[src/hw/rtl/efp_pkg.sv]
// shared constants and types for the escaped api frame parser
package efp_pkg;

  localparam int MAX_FRAME = 256;
  localparam int POS_W     = $clog2(MAX_FRAME + 2);
  localparam int FLEN_W    = 9;

  localparam logic [7:0] START_MARK = 8'h7E;
  localparam logic [7:0] ESC_MARK   = 8'h7D;
  localparam logic [7:0] ESC_FLIP   = 8'h20;
  localparam logic [7:0] SUM_GOOD   = 8'hFF;
  localparam int         HEAD_LEN   = 3;

  typedef logic [POS_W-1:0] pos_t;

  localparam pos_t POS_HUNT   = pos_t'(0);
  localparam pos_t POS_LEN_HI = pos_t'(1);
  localparam pos_t POS_LEN_LO = pos_t'(2);
  localparam pos_t POS_API    = pos_t'(3);
  localparam pos_t POS_DATA   = pos_t'(4);
  localparam pos_t POS_LAST   = pos_t'(MAX_FRAME + 1);

  localparam logic KIND_DATA = 1'b0;
  localparam logic KIND_END  = 1'b1;

  localparam logic [1:0] ST_OK       = 2'd0;
  localparam logic [1:0] ST_CSUM     = 2'd1;
  localparam logic [1:0] ST_OVERFLOW = 2'd2;

  typedef struct packed {
    logic              kind;
    logic [7:0]        data_byte;
    logic [7:0]        byte_index;
    logic [7:0]        api_id;
    logic [FLEN_W-1:0] frame_length;
    logic [1:0]        status;
  } efp_result_t;

endpackage

[src/hw/rtl/efp_deframer.sv]
// frame state tracking and per-byte result decode
module efp_deframer
  import efp_pkg::*;
(
  input  logic        clk,
  input  logic        rst_n,
  input  logic        step,
  input  logic [7:0]  rx_byte,
  output logic        res_valid,
  output efp_result_t res
);

  pos_t        pos_r, pos_nxt;
  logic [7:0]  sum_r, sum_nxt;
  logic        esc_r, esc_nxt;
  logic [15:0] len_r, len_nxt;
  logic [7:0]  api_r, api_nxt;

  logic        restart;
  pos_t        pos_eff;
  logic [7:0]  sum_eff;
  logic        esc_eff;
  logic [7:0]  b;
  logic [7:0]  sum_add;
  logic        at_end;

  assign restart = (pos_r != POS_HUNT) && (rx_byte == START_MARK);
  assign pos_eff = restart ? POS_HUNT : pos_r;
  assign sum_eff = restart ? 8'h00 : sum_r;
  assign esc_eff = restart ? 1'b0 : esc_r;
  assign b       = esc_eff ? (rx_byte ^ ESC_FLIP) : rx_byte;
  assign sum_add = (pos_eff >= POS_API) ? (sum_eff + b) : sum_eff;
  assign at_end  = ({1'b0, len_r} + 17'(HEAD_LEN)) == 17'(pos_eff);

  always_comb begin
    pos_nxt   = pos_eff;
    sum_nxt   = sum_eff;
    esc_nxt   = 1'b0;
    len_nxt   = len_r;
    api_nxt   = api_r;
    res_valid = 1'b0;
    res       = '0;
    res.api_id = api_r;
    if ((pos_eff != POS_HUNT) && (rx_byte == ESC_MARK) && !esc_eff) begin
      esc_nxt = 1'b1;
    end else begin
      sum_nxt = sum_add;
      case (pos_eff)
        POS_HUNT: begin
          pos_nxt = (b == START_MARK) ? POS_LEN_HI : POS_HUNT;
        end
        POS_LEN_HI: begin
          len_nxt = {b, 8'h00};
          pos_nxt = POS_LEN_LO;
        end
        POS_LEN_LO: begin
          len_nxt = {len_r[15:8], b};
          pos_nxt = POS_API;
        end
        POS_API: begin
          api_nxt = b;
          pos_nxt = POS_DATA;
        end
        default: begin
          res_valid = 1'b1;
          if (pos_eff > pos_t'(MAX_FRAME)) begin
            res.kind         = KIND_END;
            res.frame_length = FLEN_W'(MAX_FRAME - 3);
            res.status       = ST_OVERFLOW;
            pos_nxt          = POS_HUNT;
            sum_nxt          = 8'h00;
          end else if (at_end) begin
            res.kind         = KIND_END;
            res.frame_length = FLEN_W'(pos_eff - POS_DATA);
            res.status       = (sum_add == SUM_GOOD) ? ST_OK : ST_CSUM;
            pos_nxt          = POS_HUNT;
            sum_nxt          = 8'h00;
          end else begin
            res.kind       = KIND_DATA;
            res.data_byte  = b;
            res.byte_index = 8'(pos_eff - POS_DATA);
            pos_nxt        = pos_eff + pos_t'(1);
          end
        end
      endcase
    end
  end

  always_ff @(posedge clk) begin
    if (!rst_n) begin
      pos_r <= POS_HUNT;
      sum_r <= 8'h00;
      esc_r <= 1'b0;
      len_r <= 16'h0000;
      api_r <= 8'h00;
    end else if (step) begin
      pos_r <= pos_nxt;
      sum_r <= sum_nxt;
      esc_r <= esc_nxt;
      len_r <= len_nxt;
      api_r <= api_nxt;
    end
  end

  a_pos_bound: assert property (@(posedge clk) disable iff (!rst_n)
    pos_r <= POS_LAST)
    else $error("position past buffer limit");

  a_end_hunts: assert property (@(posedge clk) disable iff (!rst_n)
    step && res_valid && (res.kind == KIND_END) |=> (pos_r == POS_HUNT) && (sum_r == 8'h00))
    else $error("frame end did not return to hunting");

  a_data_adv: assert property (@(posedge clk) disable iff (!rst_n)
    step && res_valid && (res.kind == KIND_DATA) |=> pos_r == pos_t'($past(pos_r) + pos_t'(1)))
    else $error("data beat did not advance position");

  a_esc_framed: assert property (@(posedge clk) disable iff (!rst_n)
    esc_r |-> (pos_r != POS_HUNT))
    else $error("escape pending while hunting");

endmodule

[src/hw/rtl/escaped_api_frame_parser_core.sv]
// escaped api frame parser top level: input register, deframer, result register
//
// in_rx_byte carries one raw received byte per beat on a valid/ready channel.
// each accepted byte is unescaped and tracked through the frame header
// (start byte, 16-bit length, api id). every frame data byte yields one result
// beat with kind 0, the byte and its index; the checksum byte, or a byte that
// would overflow the frame buffer, yields one end beat with kind 1, the frame
// length and a status (ok, checksum failure, overflow). header bytes, escape
// bytes and bytes seen while hunting yield nothing.
// an input beat passes from the input register through the deframer into the
// result register. throughput is one byte per cycle while the result register
// is empty or out_ready is high; a stalled result register holds the flow.
// reset returns the parser to hunting for a start byte with the sum, escape
// flag, length and api id cleared, and empties both registers.
// when the receiver stalls, the result register holds its beat, the input
// register keeps one more byte, and in_ready then drops until out_ready returns.
module escaped_api_frame_parser_core
  import efp_pkg::*;
(
  input  logic              clk,
  input  logic              rst_n,
  input  logic              in_valid,
  output logic              in_ready,
  input  logic [7:0]        in_rx_byte,
  output logic              out_valid,
  input  logic              out_ready,
  output logic              out_kind,
  output logic [7:0]        out_data_byte,
  output logic [7:0]        out_byte_index,
  output logic [7:0]        out_api_id,
  output logic [FLEN_W-1:0] out_frame_length,
  output logic [1:0]        out_status
);

  logic        in_valid_r;
  logic [7:0]  in_byte_r;
  logic        out_valid_r;
  efp_result_t out_res_r;

  logic        step;
  logic        res_valid;
  efp_result_t res;

  assign step     = in_valid_r && (!out_valid_r || out_ready);
  assign in_ready = !in_valid_r || step;

  efp_deframer u_deframer (
    .clk       (clk),
    .rst_n     (rst_n),
    .step      (step),
    .rx_byte   (in_byte_r),
    .res_valid (res_valid),
    .res       (res)
  );

  // input register
  always_ff @(posedge clk) begin
    if (!rst_n) begin
      in_valid_r <= 1'b0;
    end else if (in_ready) begin
      in_valid_r <= in_valid;
    end
  end

  always_ff @(posedge clk) begin
    if (in_valid && in_ready) begin
      in_byte_r <= in_rx_byte;
    end
  end

  // result register
  always_ff @(posedge clk) begin
    if (!rst_n) begin
      out_valid_r <= 1'b0;
    end else if (step) begin
      out_valid_r <= res_valid;
    end else if (out_ready) begin
      out_valid_r <= 1'b0;
    end
  end

  always_ff @(posedge clk) begin
    if (step && res_valid) begin
      out_res_r <= res;
    end
  end

  assign out_valid        = out_valid_r;
  assign out_kind         = out_res_r.kind;
  assign out_data_byte    = out_res_r.data_byte;
  assign out_byte_index   = out_res_r.byte_index;
  assign out_api_id       = out_res_r.api_id;
  assign out_frame_length = out_res_r.frame_length;
  assign out_status       = out_res_r.status;

  a_data_clean: assert property (@(posedge clk) disable iff (!rst_n)
    out_valid_r && (out_res_r.kind == KIND_DATA) |->
      (out_res_r.frame_length == '0) && (out_res_r.status == ST_OK))
    else $error("data beat carries end fields");

  a_end_clean: assert property (@(posedge clk) disable iff (!rst_n)
    out_valid_r && (out_res_r.kind == KIND_END) |->
      (out_res_r.data_byte == 8'h00) && (out_res_r.byte_index == 8'h00)
      && (out_res_r.status <= ST_OVERFLOW))
    else $error("end beat carries data fields");

  a_no_step_on_stall: assert property (@(posedge clk) disable iff (!rst_n)
    out_valid_r && !out_ready |-> !step)
    else $error("deframer advanced while result stalled");

endmodule

[config.mk]
export PLATFORM = sky130hd
export DESIGN_NAME = escaped_api_frame_parser_core
export DESIGN_NICKNAME = d
export VERILOG_FILES = /design/src/hw/rtl/efp_pkg.sv /design/src/hw/rtl/efp_deframer.sv /design/src/hw/rtl/escaped_api_frame_parser_core.sv
export SDC_FILE = /design/constraint.sdc
export NUM_CORES = 1
export LEC_CHECK = 0
export BUFFER_PORTS_ARGS = -buffer_cell sky130_fd_sc_hd__buf_2
export CORE_UTILIZATION = 35
export CTS_BUF_LIST = sky130_fd_sc_hd__clkbuf_4 sky130_fd_sc_hd__clkbuf_8
export CTS_CLUSTER_SIZE = 16
export DETAILED_ROUTE_END_ITERATION = 8
export MAX_ROUTING_LAYER = met4
export PLACE_DENSITY_LB_ADDON = 0.2
export SLEW_MARGIN = 10
export SYNTH_ARGS = -nofsm -noshare
export SYNTH_HDL_FRONTEND = slang
export SYNTH_SLANG_ARGS = --single-unit
export TNS_END_PERCENT = 1
[constraint.sdc]
create_clock -name clk -period 10.3 [get_ports clk]
set_input_delay 0.515 -clock clk [delete_from_list [all_inputs] [get_ports clk]]
set_output_delay 0.515 -clock clk [all_outputs]
set_load 0.05 [all_outputs]
; ---- After elaboration in Yosys (flattened, before gate mapping)
; Cells that the tools add are included.
[totals]
word_cells = 83
inputBits = 12
out_inout_bits = 38
reg_bits = 88
[classes]
n_eq_ne = 8
mux = 25
add_sub_neg = 4
bitwise_logic = 4
reduce_logical = 23
n_lt_le_gt_ge = 2
[ops]
columns = cell, n
row1 = 8-bit two-way mux, 6
row2 = 9-bit two-way mux, 4
row3 = 9-bit one-hot mux with 4 select lines, 1
row4 = 16-bit one-hot mux with 2 select lines, 1
row5 = 8-bit by 7-bit == test with 1-bit output (second input constant), 3
row6 = 10-bit two-way mux, 2
row7 = 9-bit by 2-bit == test with 1-bit output (second input constant), 2
row8 = 9-bit nonzero test, 2
row9 = 16-bit by 2-bit adder with 17-bit output (second input constant), 1
row10 = 17-bit by 9-bit == test with 1-bit output, 1
row11 = 7-bit OR reduction, 2
row12 = 1-bit two-way mux, 10
row13 = 9-bit by 1-bit adder with 9-bit output (second input constant), 1
row14 = 9-bit by 1-bit == test with 1-bit output (second input constant), 1
row15 = 9-bit by 2-bit greater-or-equal comparator with 1-bit output (second input constant), 1
row16 = 9-bit greater-than comparator (second input constant), 1
row17 = 9-bit logical NOT, 1
row18 = 9-bit by 3-bit subtractor with 9-bit output (second input constant), 1
row19 = 8-bit adder, 1
row20 = 8-bit == test (second input constant), 1
row21 = 1-bit logical AND, 6
row22 = 6-bit two-way mux, 1
row23 = 3-bit AND reduction, 2
row24 = 5-bit OR reduction, 1
row25 = other kinds (6), 13

; ---- Depth between registers and ports, before layout
; Gate-level depths: netlist of run 1.
[depth]
ltp_word = 10
depth_mapped = 16
ltp_nobuf = 14

; ---- Hierarchy
; From an unflattened synthesis of run 1, not the netlist that was laid out.
[hier_totals]
cells_unflattened = 526
hier_area_um2 = 4941.0
[by_module_without_submodules]
columns = mod, cells_per_inst, seq_area_each_um2, n_inst, area_each_um2
row1 = efp_deframer, 469, 840.8, 1, 3507.1
row2 = escaped_api_frame_parser_core, 57, 1361.3, 1, 1433.9

; ---- Worst setup path after synthesis of run 1
; OpenSTA, ideal clock, no wires.
[synth_timing]
path_type = register to register
from = reg in_byte_r[1]
to = reg out_res_r (netlist bit out_api_id[0]) (enable)
slack_ns = 5.049
path_buffers = 2
t_arrival_ns = 4.777
period_less_slack_ns = 5.251
path_stages_with_launch = 11
setup_time_ns = 0.474
required_ns = 9.826
path_cell_list = edfxtp_1 -> and4b_1 -> buf_4 -> nand2_4 -> clkbuf_1 -> and2_1 -> inv_1 -> ha_1 -> nor4_1 -> nor2_2 -> nor3_1
[synth_between]
elab_chain_len = 8
elab_cells_between_ends = 17
cone_classes = eq/ne: 5 / mux: 4 / reduce/logical: 8
[synth_lines]
columns = element, line
row1 = start: declaration, escaped_api_frame_parser_core.sv:36  ; logic [7:0] in_byte_r;
row2 = start signal: assignment, escaped_api_frame_parser_core.sv:67  ; in_byte_r <= in_rx_byte;
row3 = 8-bit by 7-bit == test with 1-bit output (*), efp_deframer.sv:27  ; assign restart = (pos_r != POS_HUNT) && (rx_byte == START_MARK);
row4 = 1-bit logical AND (*), efp_deframer.sv:27
row5 = 9-bit two-way mux (*), efp_deframer.sv:28  ; assign pos_eff = restart ? POS_HUNT : pos_r;
row6 = net u_deframer.pos_eff[1], efp_deframer.sv:20  ; pos_t pos_eff;
row7 = "9-bit by 1-bit == test with 1-bit output, or another cell as far along", efp_deframer.sv:48  ; case (pos_eff)
row8 = 4-bit OR reduction (no line) or 1-bit logical AND (tied branches), -
row9 = 1-bit two-way mux or 1-bit logical AND (tied branches), "efp_deframer.sv:48, efp_deframer.sv:44"
row10 = 1-bit two-way mux (*), efp_deframer.sv:44  ; if ((pos_eff != POS_HUNT) && (rx_byte == ESC_MARK) && !esc_eff) begin
row11 = 1-bit logical AND (*), escaped_api_frame_parser_core.sv:83  ; if (step && res_valid) begin
row12 = end signal: assignment, escaped_api_frame_parser_core.sv:84  ; out_res_r <= res;
row13 = end: declaration, escaped_api_frame_parser_core.sv:38  ; efp_result_t out_res_r;
; The timed path passes the listed nets; every way through them passes the cells marked *.
; A chain may end at the register's enable or synchronous reset.

; ---- Worst setup path in the final report of run 1
[layout_timing]
from = reg in_byte_r[7]
to = reg out_res_r (netlist bit out_status[0]) (data pin)
[layout_between]
elab_chain_len = 8
elab_cells_between_ends = 24
cone_classes = add/sub: 1 / order compare: 2 / eq/ne: 7 / mux: 6 / bitwise: 1 / reduce/logical: 7
[layout_lines]
columns = element, line
row1 = 8-bit by 7-bit == test with 1-bit output, efp_deframer.sv:27
row2 = 1-bit logical AND, efp_deframer.sv:27
row3 = 1-bit two-way mux, efp_deframer.sv:30  ; assign esc_eff = restart ? 1'b0 : esc_r;
row4 = 6-bit two-way mux, efp_deframer.sv:31  ; assign b = esc_eff ? (rx_byte ^ ESC_FLIP) : rx_byte;
row5 = 8-bit adder, efp_deframer.sv:32  ; assign sum_add = (pos_eff >= POS_API) ? (sum_eff + b) : sum_eff;
row6 = 8-bit two-way mux, efp_deframer.sv:32
row7 = 8-bit == test, efp_deframer.sv:75  ; res.status = (sum_add == SUM_GOOD) ? ST_OK : ST_CSUM;
row8 = 1-bit two-way mux, efp_deframer.sv:75
; Several ways; a longest one is shown, not always the timed one.

==> results of run 1 <==
flip-flops by register name, summed over array words and instances, names as in the netlist, 2 cells and up:
name	count
u_deframer.len_r	16
u_deframer.pos_r	9
out_data_byte	8
in_byte_r	8
out_frame_length	9
out_status	2
out_api_id	8
u_deframer.api_r	8
out_byte_index	8
u_deframer.sum_r	8
cell families after synthesis:
family	Yosys count	synth area share, %
muxes	17	3.52
xor gates and xnor gates	19	4.04
AOI/OAI and AO/OA	121	16.8
buffers and inverters	44	4.14
and+or+nand+nor	185	21.7
adders and majority gates	16	4.24
DFF	88	45.5
power groups by stage:
stage / combinational (W) / clock [W] / sequential (W)
final: 0.0000782 / 0.000264 / 0.000385
after global routing: 0.0000850 / 0.000286 / 0.000386
after CTS: 0.0000780 / 0.000272 / 0.000385
after detailed placement: 0.0000777 / 0 / 0.000393
after global placement: 0.0000776 / 0 / 0.000392
after floorplan: 0.0000443 / 0 / 0.000402
layout make-up:
cell class                 count  area [um^2]
sequential                    88         2200
fill                        1339         7910
timing repair buffer          54          283
multi-input combinational    358         2440
tap                          176          220
clock inverter                 4         68.8
inverter                      21         78.8
clock buffer                  12          146
cell usage after synthesis (14+ instances only):
master	number
nor2_1	30
edfxtp_1	44
nor2b_1	25
inv_1	21
dfxtp_1	44
o21ai_0	25
mux2i_1	17
nor3_1	14
nand2_1	33
nand3_1	15
a21oi_1	27
ha_1	14
routing by layer:
metal	routed length, um	share of wire [%]	vias to the layer above
li1	-	-	1898
met1	5760	45	1923
met2	5910	46	154
met3	872	6.9	24
met4	179	1.4	0
met5	0	0	-
path summary, 6_finish.rpt:
| check | from | endpoint | depth (start not counted) |
|---|---|---|---|
| hold / removal | in_rx_byte[1] | in_byte_r[1]$_DFFE_PP_ | 1 |
| setup reg to reg | in_byte_r[7]$_DFFE_PP_ | out_status[0]$_SDFFCE_PP0P_ | 13 |
| setup / recovery | in_byte_r[7]$_DFFE_PP_ | out_status[0]$_SDFFCE_PP0P_ | 13 |
| hold reg to reg | u_deframer.api_r[4]$_SDFFE_PN0P_ | out_api_id[4]$_DFFE_PP_ | 0 |
layout by cell type (no fill, tap or decap), types with 5 or more instances in the layout:
cell,instances
inv_1,21
xnor2_1,12
and2_1,10
a31oi_1,8
nand3_1,15
o22ai_1,5
ha_1,14
dfxtp_1,44
mux2i_1,17
nor2_1,30
clkbuf_8,9
xor2_1,5
nand3b_1,6
a22oi_1,11
nand4_1,6
nand4b_1,5
buf_4,5
buf_2,49
nand2b_1,5
edfxtp_1,44
or3_1,5
nand2_1,33
a21oi_1,27
and3_1,12
o21ai_0,25
nor2b_1,25
nor3_1,13
per-stage QoR:
stage          power, W  worst slack [ns]  hold slack [ns]  utilization, %
6_report       0.000727              5.57            0.302            40.7
3_3_place_gp   0.000470              5.82            0.427            39.1
5_1_grt        0.000757              5.22            0.293            40.7
2_1_floorplan  0.000447              5.05            0.408               -
4_1_cts        0.000735              5.60            0.276            40.7
3_5_place_dp   0.000471              5.62            0.427            39.1
worst max-delay path, stage by stage (launching register included):
cell and delay [ns]:
edfxtp_1 0.51, nand4b_1 0.30, nor2_1 0.68, nand2_1 0.51
and2_1 0.34, ha_1 0.22, fa_1 0.42, a21o_1 0.18
a21oi_1 0.24, o21ba_2 0.18, a21oi_1 0.08, or3_1 0.36
a31o_2 0.26, a311oi_1 0.25
==> metrics.txt, run 1 <==
Clk pwr share 36.3%; drt wl/cell 17.8 um; number of global-route vias before repair 3,773; Synth area leaders edfxtp_1 (27%), dfxtp_1 (18%), ha_1 (3.6%); worst-margin pin slew 0.819 ns; die height 120 um; Core Box Area 13,300 um^2; setup slack, reg-to-reg 5.57 ns; Synth Instances 490; max_slew headroom 45.2%; fin. max-slew vios 0; Critical Path AT 4.92 ns; period utilization 45.9%; # clock sinks 88; CP startpoint kind register; CTS tree yes; largest net degree at the start of global routing 37; Critical Path RT 10.49 ns; Hold WC Path Type primary input to register; register area share after synthesis 45.5%; post-CTS resize count 0; vias per inst 5.61; RSZ-0062 raised after global routing false; Num CTS Buffers 9; Post-CTS Hold Fix Bufs 0; antenna fix cells 0; Sw Share 25.2%; DRC 0; Synth top area share 27.3%; outcome finished clean; first-pass GRT wire length 20.5 mm; PortBufs 49; fraction of layout cells with a size suffix above 1 16.4%; vias 3,999; maximum VDD drop 0.0695 mV; Hold Vio Cnt, Final 0; Avg Cell Area, Syn 9.87 um^2; Max Root-Sink Buffers 2; Post-Syn Area 4840 um^2; routing usage on met2 29.9%; library cells used by synthesis 73; Clock Root Buffer clkbuf_8; Reg clk slew, reported paths 0.09 ns; Worst-Skew Late Latency 0.38 ns; Worst Path Max Fanout 15; max_cap viols 0; dpl cell area 5220 um^2; overflow left after global routing 0; chip width 120 um; GR peak layer met2; M1 GR Usage 25.6%; # rows 42; Async S/R FF share, synth 0%; gpl congestion 0.897; Nets 559; sequential power share 52.9%; syn_nets 517; Initial Util 36.2%; number of synthesized flops with an enable pin 44; WL final 12.7 mm; kind of end point of the critical path register; Final HPWL DP 9.29 mm; Layout Cells excl Fill 713; Tmin final 4.73 ns; Leak 1.98 nW; Comb pwr share 10.8%; initial antenna violation count 0; cell taking the most area after synthesis edfxtp_1; Detail Route Antenna Nets 0; Global Route Usage Sum 19.3%; total number of H-tree levels 3; Die Footprint 14,300 um^2; Setup TNS Final 0 ns; most used flip-flop cell after synthesis edfxtp_1; Fmax achieved 0.211 GHz; Detailed Routing Iterations Pass 1 5; Pint 0.000544 W; Post-Place Cells 697; Layout area overhead 12.4%; YS warnings 0; Power Density 134 nW/um^2; # Post-CTS Setup Buffers 0; net load switching power 0.000183 W; Clock Skew 0.0116 ns; final setup fails 0; register bit count reported by yosys 88; design area 5440 um^2; DRT iter0 DRCs 349; # IOs 50; WS Path Type register to register; met3 usage 3.75%
(Power assumes the default switching activity.)
==> run 2: changes to the inputs <==
- clock period: 10.3 -> 4.68 ns (I/O delays scaled with it)
==> metrics.txt, run 2 (synthesized netlist as in run 1, its figures left out) <==
vias 3,946 (was 3,999); overflow left after global routing 0 (unchanged); Pint 0.00127 W (was 0.000544 W); setup slack, reg-to-reg 0.71 ns (was 5.57 ns); Crit path max-delay family simple AND/OR/NAND/NOR gates (unchanged); kind of end point of the critical path register (unchanged); chip width 120 um (unchanged); fin. max-slew vios 0 (unchanged); Clock Root Buffer clkbuf_8 (unchanged); drt wl/cell 17.4 um (was 17.8 um); Critical Path RT 4.88 ns (was 10.49 ns); worst setup path end out_status[0]$_SDFFCE_PP0P_ (unchanged); # IOs 50 (unchanged); Comb pwr share 10.4% (was 10.8%); Post-CTS Hold Fix Bufs 4 (was 0); Layout area overhead 14.5% (was 12.4%); most common cell after layout, fill and taps aside buf_2 (unchanged); Clock Skew 0.00843 ns (was 0.0116 ns); RSZ-0062 raised after global routing false (unchanged); worst reg2reg path depth 14 (was 13); CP most frequent cell a21oi_1 (unchanged); cell-by-cell trace of the critical path nand4b_1, nor2_1, nand2_1, buf_4, and2_1, ha_1, fa_1, a21o_1, a21oi_1, o21ba_2, a21oi_1, or3_1, a31o_2, a311oi_1 (was nand4b_1, nor2_1, nand2_1, and2_1, ha_1, fa_1, a21o_1, a21oi_1, o21ba_2, a21oi_1, or3_1, a31o_2, a311oi_1); most frequent cells in the layout buf_2 (49), edfxtp_1 (44), dfxtp_1 (44) (unchanged); Setup TNS Final 0 ns (unchanged); max reg flops 16 (unchanged); worst reg2reg startpoint in_byte_r[0]$_DFFE_PP_ (was in_byte_r[7]$_DFFE_PP_); Initial Util 36.2% (unchanged); Hold WC Path Type primary input to register (unchanged); CP max-delay cell edfxtp_1 (was nor2_1); Worst Path Max Fanout 15 (unchanged); largest net degree at the start of global routing 36 (was 37); # clock sinks 88 (unchanged); first-pass GRT wire length 20.2 mm (was 20.5 mm); # rows 42 (unchanged); net load switching power 0.000408 W (was 0.000183 W); Sw Share 24.4% (was 25.2%); total number of H-tree levels 3 (unchanged); PortBufs 49 (unchanged); largest reg by FF count u_deframer.len_r (unchanged); worst-margin pin slew 0.795 ns (was 0.819 ns); Num CTS Buffers 9 (unchanged); Nets 565 (was 559); WL final 12.5 mm (was 12.7 mm); Power Density 302 nW/um^2 (was 134 nW/um^2); total power 0.00167 W (was 0.000727 W); initial antenna violation count 0 (unchanged); antenna fix cells 0 (unchanged); WS Path Type register to register (unchanged); max_slew headroom 46.6% (was 45.2%); Core Box Area 13,300 um^2 (unchanged); CTS tree yes (unchanged); Worst path depth 14 (was 13); Critical Path AT 4.17 ns (was 4.92 ns); Detail Route Antenna Nets 0 (unchanged); sequential power share 50.7% (was 52.9%); Tmin final 3.97 ns (was 4.73 ns); number of global-route vias before repair 3,816 (was 3,773); Buffers & Inverters on Critical Path 1 (was 0); period utilization 84.9% (was 45.9%); Final HPWL DP 9.30 mm (was 9.29 mm); post-CTS resize count 0 (unchanged); fraction of layout cells with a size suffix above 1 16.8% (was 16.4%); Die Footprint 14,300 um^2 (unchanged); Crit. Startpoint in_byte_r[0]$_DFFE_PP_ (was in_byte_r[7]$_DFFE_PP_); final hold slack 0.0254 ns (was 0.302 ns); final setup fails 0 (unchanged); CP startpoint kind register (unchanged); Worst-Skew Late Latency 0.38 ns (about the same); die height 120 um (unchanged); max_cap viols 0 (unchanged); Detailed Routing Iterations Pass 1 5 (unchanged); Clk pwr share 39.0% (was 36.3%); r2r endpoint out_status[0]$_SDFFCE_PP0P_ (unchanged); DRT iter0 DRCs 350 (was 349); Max Root-Sink Buffers 2 (unchanged); Leak 2.02 nW (was 1.98 nW); Reg clk slew, reported paths 0.09 ns (about the same); # Post-CTS Setup Buffers 0 (unchanged); Worst path max stage delay 0.55 ns (was 0.68 ns); DRC 0 (unchanged); maximum VDD drop 0.0970 mV (was 0.0695 mV); Global Route Usage Sum 19.0% (was 19.3%); outcome finished clean (unchanged); Hold Vio Cnt, Final 0 (unchanged); gpl congestion 0.895 (was 0.897); Fmax achieved 0.252 GHz (was 0.211 GHz); vias per inst 5.49 (was 5.61)
-- run 2: metal layers --
metal	track usage (%)	part of all wire, %	wire [um]
met3	3.75	5.6	699
met5	-	0	0
met1	25.0	47	5930
met2	28.9	45	5650
met4	7.27	2.1	269
-- run 2: worst min path at each step --
stage / from / end / slack [ns] / cells past startpoint
2_1_floorplan: in_rx_byte[0] / in_byte_r[0]$_DFFE_PP_ / 0.33 / 0
3_3_place_gp: in_rx_byte[5] / in_byte_r[5]$_DFFE_PP_ / 0.41 / 1
3_5_place_dp: in_rx_byte[6] / in_byte_r[6]$_DFFE_PP_ / 0.41 / 1
4_1_cts: in_rx_byte[1] / in_byte_r[1]$_DFFE_PP_ / 0.0006 / 1
5_1_grt: in_rx_byte[1] / in_byte_r[1]$_DFFE_PP_ / 0.01 / 1
6_report: in_rx_byte[1] / in_byte_r[1]$_DFFE_PP_ / 0.03 / 1
-- run 2: final cells by class --
cell class	count	area [um^2]
timing repair buffer	60	338
fill	1290	7810
multi-input combinational	358	2450
inverter	21	78.8
sequential	88	2200
clock buffer	11	151
tap	176	220
clock inverter	5	103
-- run 2: power groups by stage --
| stage | clock network, W | registers [W] | logic, W |
|---|---|---|---|
| 6_report | 0.000652 | 0.000848 | 0.000173 |
| 3_5_place_dp | 0 | 0.000866 | 0.000170 |
| 4_1_cts | 0.000673 | 0.000848 | 0.000173 |
| 3_3_place_gp | 0 | 0.000864 | 0.000170 |
| 2_1_floorplan | 0 | 0.000885 | 0.0000979 |
| 5_1_grt | 0.000695 | 0.000851 | 0.000187 |
-- run 2: worst register-to-register path, cell delays in order (launching register included) --
cell	delay, ns
edfxtp_1	0.55
nand4b_1	0.29
nor2_1	0.31
nand2_1	0.10
buf_4	0.20
and2_1	0.19
ha_1	0.23
fa_1	0.43
a21o_1	0.17
a21oi_1	0.23
o21ba_2	0.18
a21oi_1	0.07
or3_1	0.35
a31o_2	0.26
a311oi_1	0.24
-- run 2: metrics by stage --
stage / cell area [um^2] / cells / utilization [%] / setup slack, ns
after global placement: 5250 / 699 / 39.3 / 0.887
after detailed placement: 5250 / 699 / 39.3 / 0.765
after CTS: 5540 / 719 / 41.5 / 0.715
after floorplan: 4840 / 490 / - / 0.549
final: 5540 / 719 / 41.5 / 0.707
after global routing: 5540 / 719 / 41.5 / 0.311
